$ cat src/hdl/tsio_pkg.sv
// Shared types and constants for the timer / serial I/O page.
// No dependencies; used by timer_serial_io_page and its checker.
package tsio_pkg;

    typedef enum logic [1:0] {
        OP_READ  = 2'd0,
        OP_WRITE = 2'd1,
        OP_TICK  = 2'd2,
        OP_RX    = 2'd3
    } t_op;

    localparam int RX_FIFO_DEPTH_DEF = 16;

    // register offsets within the page
    localparam logic [7:0] OFF_RELOAD_LO = 8'h00;
    localparam logic [7:0] OFF_RELOAD_HI = 8'h01;
    localparam logic [7:0] OFF_TIMER_CTL = 8'h02;
    localparam logic [7:0] OFF_SER_DATA  = 8'h10;
    localparam logic [7:0] OFF_SER_STAT  = 8'h11;
    localparam logic [7:0] OFF_SER_CTL   = 8'h12;

    // timer control bits
    localparam int CTL_EN_BIT     = 0;
    localparam int CTL_IRQ_EN_BIT = 1;
    localparam int CTL_RELOAD_BIT = 2;
    localparam int CTL_CLR_BIT    = 7;

    // serial control / status bits
    localparam int SER_RX_IRQ_EN_BIT = 0;
    localparam logic [7:0] STAT_TX_READY = 8'h02;
    localparam logic [7:0] STAT_RX_AVAIL = 8'h01;

    localparam int PERIOD_W = 17;
    localparam logic [PERIOD_W-1:0] TIMER_FULL_PERIOD = 17'h10000;

endpackage

$ cat src/hdl/timer_serial_io_page.sv
// Timer / serial I/O page top level.
// Depends on tsio_pkg and tsio_ram (receive FIFO storage).
//
// Each request (bus read, bus write, timer tick or received byte) is accepted
// and its result appears in the output register on the next edge;
// a new request is taken every cycle as long as the result register is empty
// or being drained, so the sustained rate is one request per clock. The
// critical path is the 64-bit cycle compare and the 64-bit fire-time add that
// feed the timer state. The receive FIFO sits in a RAM with registered read;
// its read port is always addressed by the next read pointer, with a bypass
// for a byte written to that same slot, so a pop returns data with no stall.
// No clearing pass is needed after reset.
module timer_serial_io_page
    import tsio_pkg::*;
#(
    parameter int RX_FIFO_DEPTH = RX_FIFO_DEPTH_DEF
) (
    input  logic        i_clk,
    input  logic        i_rst_n,
    input  logic        i_valid,
    output logic        o_ready,
    input  logic [1:0]  i_op,
    input  logic [7:0]  i_offset,
    input  logic [7:0]  i_write_data,
    input  logic [63:0] i_cycle_now,
    output logic        o_valid,
    input  logic        i_ready,
    output logic [7:0]  o_read_data,
    output logic        o_irq,
    output logic        o_tx_valid,
    output logic [7:0]  o_tx_byte,
    output logic        o_rx_accepted
);

    localparam int PTR_W = $clog2(RX_FIFO_DEPTH);
    localparam int CNT_W = $clog2(RX_FIFO_DEPTH + 1);
    localparam logic [PTR_W-1:0] PTR_LAST = PTR_W'(RX_FIFO_DEPTH - 1);
    localparam logic [CNT_W-1:0] CNT_FULL = CNT_W'(RX_FIFO_DEPTH);

    // architectural state
    logic [15:0]      r_reload,  n_reload;
    logic [6:0]       r_ctl,     n_ctl;
    logic             r_flag,    n_flag;
    logic [63:0]      r_fire,    n_fire;
    logic [7:0]       r_ser_ctl, n_ser_ctl;
    logic [PTR_W-1:0] r_rd_ptr,  n_rd_ptr;
    logic [PTR_W-1:0] r_wr_ptr,  n_wr_ptr;
    logic [CNT_W-1:0] r_count,   n_count;

    // result register
    logic       r_valid;
    logic [7:0] r_read_data,   n_read_data;
    logic       r_irq,         n_irq;
    logic       r_tx_valid,    n_tx_valid;
    logic [7:0] r_tx_byte,     n_tx_byte;
    logic       r_rx_accepted, n_rx_accepted;

    // FIFO read bypass
    logic       r_fwd_hit;
    logic [7:0] r_fwd_data;
    logic [7:0] ram_q;
    logic [7:0] fifo_head;
    logic       push;

    logic                accept;
    t_op                 op;
    logic [PERIOD_W-1:0] period;
    logic                add_from_now;
    logic [63:0]         fire_sum;
    logic                fire_due;

    assign o_ready = !r_valid || i_ready;
    assign accept  = i_valid && o_ready;
    assign op      = t_op'(i_op);

    assign period = (r_reload == 16'd0) ? TIMER_FULL_PERIOD : {1'b0, r_reload};

    // one adder serves both arming (from now) and auto-reload (from fire time)
    assign add_from_now = (op == OP_WRITE);
    assign fire_sum = (add_from_now ? i_cycle_now : r_fire)
                      + {{(64 - PERIOD_W){1'b0}}, period};
    assign fire_due = (i_cycle_now >= r_fire);

    assign fifo_head = r_fwd_hit ? r_fwd_data : ram_q;

    always_comb begin
        n_reload      = r_reload;
        n_ctl         = r_ctl;
        n_flag        = r_flag;
        n_fire        = r_fire;
        n_ser_ctl     = r_ser_ctl;
        n_rd_ptr      = r_rd_ptr;
        n_wr_ptr      = r_wr_ptr;
        n_count       = r_count;
        n_read_data   = 8'd0;
        n_tx_valid    = 1'b0;
        n_tx_byte     = 8'd0;
        n_rx_accepted = 1'b0;
        push          = 1'b0;

        if (accept) begin
            case (op)
                OP_READ: begin
                    case (i_offset)
                        OFF_RELOAD_LO: n_read_data = r_reload[7:0];
                        OFF_RELOAD_HI: n_read_data = r_reload[15:8];
                        OFF_TIMER_CTL: n_read_data = {r_flag, r_ctl};
                        OFF_SER_DATA: begin
                            if (r_count != '0) begin
                                n_read_data = fifo_head;
                                n_rd_ptr    = (r_rd_ptr == PTR_LAST) ? '0
                                                                     : r_rd_ptr + 1'b1;
                                n_count     = r_count - 1'b1;
                            end
                        end
                        OFF_SER_STAT: n_read_data = STAT_TX_READY
                                          | ((r_count != '0) ? STAT_RX_AVAIL : 8'd0);
                        OFF_SER_CTL:  n_read_data = r_ser_ctl;
                        default:      n_read_data = 8'd0;
                    endcase
                end
                OP_WRITE: begin
                    case (i_offset)
                        OFF_RELOAD_LO: n_reload[7:0]  = i_write_data;
                        OFF_RELOAD_HI: n_reload[15:8] = i_write_data;
                        OFF_TIMER_CTL: begin
                            if (i_write_data[CTL_CLR_BIT]) begin
                                n_flag = 1'b0;
                            end
                            n_ctl = i_write_data[6:0];
                            // arm on a rising edge of enable
                            if (!r_ctl[CTL_EN_BIT] && i_write_data[CTL_EN_BIT]) begin
                                n_fire = fire_sum;
                            end
                        end
                        OFF_SER_DATA: begin
                            n_tx_valid = 1'b1;
                            n_tx_byte  = i_write_data;
                        end
                        OFF_SER_CTL: n_ser_ctl = i_write_data;
                        default: ;
                    endcase
                end
                OP_TICK: begin
                    if (r_ctl[CTL_EN_BIT] && fire_due) begin
                        n_flag = 1'b1;
                        if (r_ctl[CTL_RELOAD_BIT]) begin
                            n_fire = fire_sum;
                        end else begin
                            n_ctl[CTL_EN_BIT] = 1'b0;
                        end
                    end
                end
                OP_RX: begin
                    // drop the byte when full
                    if (r_count != CNT_FULL) begin
                        push          = 1'b1;
                        n_wr_ptr      = (r_wr_ptr == PTR_LAST) ? '0 : r_wr_ptr + 1'b1;
                        n_count       = r_count + 1'b1;
                        n_rx_accepted = 1'b1;
                    end
                end
                default: ;
            endcase
        end

        n_irq = (n_flag && n_ctl[CTL_IRQ_EN_BIT])
                || ((n_count != '0) && n_ser_ctl[SER_RX_IRQ_EN_BIT]);
    end

    tsio_ram #(
        .WIDTH (8),
        .DEPTH (RX_FIFO_DEPTH)
    ) u_rx_ram (
        .i_clk   (i_clk),
        .i_we    (push),
        .i_waddr (r_wr_ptr),
        .i_wdata (i_write_data),
        .i_raddr (n_rd_ptr),
        .o_rdata (ram_q)
    );

    always_ff @(posedge i_clk) begin
        if (!i_rst_n) begin
            r_reload  <= '0;
            r_ctl     <= '0;
            r_flag    <= 1'b0;
            r_fire    <= '0;
            r_ser_ctl <= '0;
            r_rd_ptr  <= '0;
            r_wr_ptr  <= '0;
            r_count   <= '0;
            r_valid   <= 1'b0;
            r_fwd_hit <= 1'b0;
        end else begin
            r_reload  <= n_reload;
            r_ctl     <= n_ctl;
            r_flag    <= n_flag;
            r_fire    <= n_fire;
            r_ser_ctl <= n_ser_ctl;
            r_rd_ptr  <= n_rd_ptr;
            r_wr_ptr  <= n_wr_ptr;
            r_count   <= n_count;
            r_fwd_hit <= push && (r_wr_ptr == n_rd_ptr);
            if (accept) begin
                r_valid <= 1'b1;
            end else if (i_ready) begin
                r_valid <= 1'b0;
            end
        end
    end

    always_ff @(posedge i_clk) begin
        r_fwd_data <= i_write_data;
        if (accept) begin
            r_read_data   <= n_read_data;
            r_irq         <= n_irq;
            r_tx_valid    <= n_tx_valid;
            r_tx_byte     <= n_tx_byte;
            r_rx_accepted <= n_rx_accepted;
        end
    end

    assign o_valid       = r_valid;
    assign o_read_data   = r_read_data;
    assign o_irq         = r_irq;
    assign o_tx_valid    = r_tx_valid;
    assign o_tx_byte     = r_tx_byte;
    assign o_rx_accepted = r_rx_accepted;

endmodule

$ cat src/hdl/tsio_ram.sv
// Generic single-write, single-read RAM with registered read data.
// No dependencies.
module tsio_ram #(
    parameter int WIDTH = 8,
    parameter int DEPTH = 16
) (
    input  logic                     i_clk,
    input  logic                     i_we,
    input  logic [$clog2(DEPTH)-1:0] i_waddr,
    input  logic [WIDTH-1:0]         i_wdata,
    input  logic [$clog2(DEPTH)-1:0] i_raddr,
    output logic [WIDTH-1:0]         o_rdata
);

    logic [WIDTH-1:0] r_mem [DEPTH];
    logic [WIDTH-1:0] r_rdata;

    always_ff @(posedge i_clk) begin
        if (i_we) begin
            r_mem[i_waddr] <= i_wdata;
        end
        r_rdata <= r_mem[i_raddr];
    end

    assign o_rdata = r_rdata;

endmodule

$ cat config.mk
export PLATFORM = sky130hd
export DESIGN_NAME = timer_serial_io_page
export DESIGN_NICKNAME = d
export VERILOG_FILES = /design/src/hdl/tsio_pkg.sv /design/src/hdl/timer_serial_io_page.sv /design/src/hdl/tsio_ram.sv
export SDC_FILE = /design/constraint.sdc
export NUM_CORES = 1
export LEC_CHECK = 0
export BUFFER_PORTS_ARGS = -buffer_cell sky130_fd_sc_hd__buf_2
export CORE_MARGIN = 4
export CORE_UTILIZATION = 45
export DETAILED_ROUTE_END_ITERATION = 8
export PLACE_DENSITY_LB_ADDON = 0.3
export SETUP_SLACK_MARGIN = 0.1
export SKIP_CTS_REPAIR_TIMING = 1
export SLEW_MARGIN = 0
export SYNTH_ARGS = -nofsm -noshare
export SYNTH_HDL_FRONTEND = slang
export SYNTH_SLANG_ARGS = --single-unit
$ cat constraint.sdc
create_clock -name i_clk -period 5.6 [get_ports i_clk]
set_input_delay 0.28 -clock i_clk [delete_from_list [all_inputs] [get_ports i_clk]]
set_output_delay 0.28 -clock i_clk [all_outputs]
set_load 0.02 [all_outputs]
==> impl_results.md <==
- Max transition margin: 0.222
- Hpwl dp: about 33 mm
- CTS buffer count: 30
- Drt first-iter violations: approximately 1300
- Share of layout cells above drive strength 1: 0.131
- Post-Syn Area per Cell: around 9.2 µm²
- Top_reg_cell synth: edfxtp_1
- RSZ-0062 raised after global routing: no
- Max-slew violations: 0
- Final WL: between 40 and 50 mm
- Grt ovf: 0
- Synth Warn #: 0
- Post-synth ARST share: 0
- Hold Path Depth: 3
- Highest clock rate: 0.234 GHz
- HP Class: primary input to flip-flop
- Switching power: 1.12 mW
- Nets@finish: 2048
- Final Critical Period: 4.28 ns
- Startpoint types: flip-flop
- Final period utilization: 0.764
- Filler Cell Count: about 3400
- Largest net degree at the start of global routing: 86
- Status: complete, no violations
- Worst-path clk slew: 0.06 ns
- Vias: between 10000 and 15000
- Sw Share: 0.244
- Reg2Reg Setup Slack: about 1.3 ns
- Die H: 200 µm
- Pint: approximately 3.5 mW
- Global-route usage over all layers: 0.225
- Seq pwr share: 0.467
- Clock Path Buffers: 3
- Starting Density: 0.455
- ANT nets after route: 0
- Worst Clk Skew: 0.0355 ns
- Final Hold Viols: 0
- VDD IR max: 0.252 mV
- First drt pass iteration count: 6
- Post-Syn Area: 0.0167 mm²
- Max cap viols: 0
- I/O Pins: 107
- Htree depth: 1
- Worst endpoint required time: 6.11 ns
- Library cells used by synthesis: 89
- Critical Path Fanout Max: 25
- # port buffers: 106
- Critical Path End Type: flip-flop
- CTS tree: done
- Syn_nets: around 2000
- Clock root buffer: clkbuf_16
- Remaining DRCs: 0
- Wirelength per Cell: 20.2 µm
- Vias/cell: 6.02
- Leakage: 6.91 nW
- Sequential area share after synthesis: 0.417
- Critical path class: flip-flop to flip-flop
- Crit path DAT: 4.78 ns
- Initial antenna violation count: 2
- Setup TNS: 0 ns
- Clock latency on the worst-skew pair: around 0.59 ns
- GP Congestion: 0.911
- DIE AREA: 0.0402 mm²
- Worst setup slack after layout: 1.32 ns
- Synth-to-Final Area Change: 11.6%
- FF/Latch Area: 0.00696 mm²
- Vias in the first global route: roughly 14000
- # clock sinks: 274
- Commonest non-fill, non-tap cell in the layout: nand2_1
- Comb pwr share: 0.086
- Reg2reg path depth: 12
- Multi-input combinational cell area: 0.00893 mm²
- # setup viols final: 0
- Worst slew pin tran: 1.16 ns
- Power per cell area: 247 mW/mm²
- Cell Rows: 70
- Die W: 200 µm
- Cell count after synthesis: 1814
- Pre-CTS WS: 0.985 ns
- Most frequent cells in the layout: 187 x nand2_1, 169 x a21oi_1, 159 x nor2_1, 147 x edfxtp_1, 127 x dfxtp_1
- Clk pwr share: 0.448
- First-pass GRT wire length: 74.5 mm
- Yosys reg bits: ~270
- Core region area: around 0.037 mm²
- Number of synthesized flops with an enable pin: 147
cells in the mapped netlist, types with 6 or more instances:
cell | instances | share of area
a22oi_1 | 25 | 0.011
nor4_1 | 14 | 0.0053
a21o_1 | 12 | 0.0054
a31oi_1 | 28 | 0.011
dfxtp_1 | 127 | 0.15
ha_1 | 92 | 0.069
or3_1 | 7 | 0.0026
clkbuf_1 | 72 | 0.016
o31ai_1 | 12 | 0.0054
a211oi_1 | 23 | 0.010
inv_1 | 90 | 0.020
edfxtp_1 | 147 | 0.26
xnor2_1 | 18 | 0.0095
nand2b_1 | 12 | 0.0045
a21oi_1 | 171 | 0.051
and2_1 | 9 | 0.0034
nand4_1 | 28 | 0.011
nor3_1 | 38 | 0.011
nand3_1 | 65 | 0.020
o221ai_1 | 10 | 0.0053
buf_1 | 12 | 0.0027
nand2_1 | 187 | 0.042
mux2_2 | 27 | 0.018
o21ai_0 | 84 | 0.025
and3_1 | 20 | 0.0075
xor2_1 | 11 | 0.0058
nand3b_1 | 15 | 0.0068
o22ai_1 | 9 | 0.0034
a32oi_1 | 6 | 0.0032
o211ai_1 | 11 | 0.0050
buf_2 | 21 | 0.0063
nor2_1 | 159 | 0.036
mux2i_1 | 124 | 0.074
metal layers:
metal / up-vias / wire length (µm) / global-route usage / share of wire
li1: 6824 / - / - / -
met3: 83 / 2960 / 0.0291 / 0.062
met2: 545 / 22300 / 0.374 / 0.47
met4: 0 / 1330 / 0.0688 / 0.028
met1: 6776 / 21100 / 0.309 / 0.44
met5: - / 0 / 0 / 0
final timing paths:
path                           start                       to
max          r_fire[61]$_SDFFE_PN0P_  r_fire[11]$_SDFFE_PN0P_
min                          i_ready     o_valid$_SDFFE_PN0P_
max reg2reg  r_fire[61]$_SDFFE_PN0P_  r_fire[11]$_SDFFE_PN0P_
min reg2reg   r_fire[7]$_SDFFE_PN0P_   r_fire[7]$_SDFFE_PN0P_
registers in the layout, indices dropped and copies added, names as in the netlist, 4 cells and up:
register,cells
u_rx_ram.r_mem,128
r_fire,64
r_reload,16
o_read_data,8
o_tx_byte,8
r_fwd_data,8
r_ser_ctl,8
u_rx_ram.o_rdata,8
r_ctl,7
r_count,5
r_rd_ptr,4
r_wr_ptr,4
cell families (layout without fill, tap and decap cells):
family,Yosys count,after routing,share of synthesized area
AND/OR/NAND/NOR,597,597,0.171
buffers and inverters,203,282,0.0498
AO/OA/AOI/OAI,467,467,0.183
flip-flops,274,274,0.417
multiplexers,151,151,0.0927
XOR/XNOR,29,29,0.0152
adder cells (fa/ha/maj),93,93,0.0702
other,0,2,0
through the flow:
step / hold slack, ns / utilization / cell area, µm² / total power, mW / cells
2_1_floorplan: 0.308 / - / 16700 / 2.41 / 1814
6_report: 0.0126 / 0.508 / 18600 / 4.60 / 2363
3_5_place_dp: 0.448 / 0.480 / 17600 / 2.58 / 2304
4_1_cts: -0.0899 / 0.508 / 18600 / 4.63 / 2360
3_3_place_gp: 0.439 / 0.480 / 17600 / 2.57 / 2304
5_1_grt: 0.0280 / 0.508 / 18600 / 4.76 / 2363
worst max-delay path, cell delays in order (launching register included):
cell and delay (ns):
dfxtp_1 0.36, inv_1 0.10, ha_1 0.31, nand4_1 0.16
nor4_1 0.99, nand4b_1 0.30, a31oi_1 0.41, nor2_1 0.13
a31o_2 0.37, a21oi_2 0.30, buf_4 0.41, o21ai_0 0.19
a21oi_1 0.16
power groups by stage:
| stage | Clock [mW] | Sequential [mW] | Combinational [mW] |
|---|---|---|---|
| floorplan | 0 | 2.20 | 0.213 |
| global placement | 0 | 2.19 | 0.378 |
| detailed placement | 0 | 2.19 | 0.387 |
| CTS | 2.09 | 2.15 | 0.389 |
| global route | 2.18 | 2.15 | 0.432 |
| finish | 2.06 | 2.15 | 0.394 |
area by class of cell:
class	instances	share of cell area
diodes	2	0.000269
clock buffers	41	0.0442
clock inverters	15	0.0113
inverters	91	0.0184
multi-input cells	1337	0.480
flip-flops and latches	274	0.374
well taps	468	0.0315
repair buffers	135	0.0404
Power figures use the tool's default switching activity.
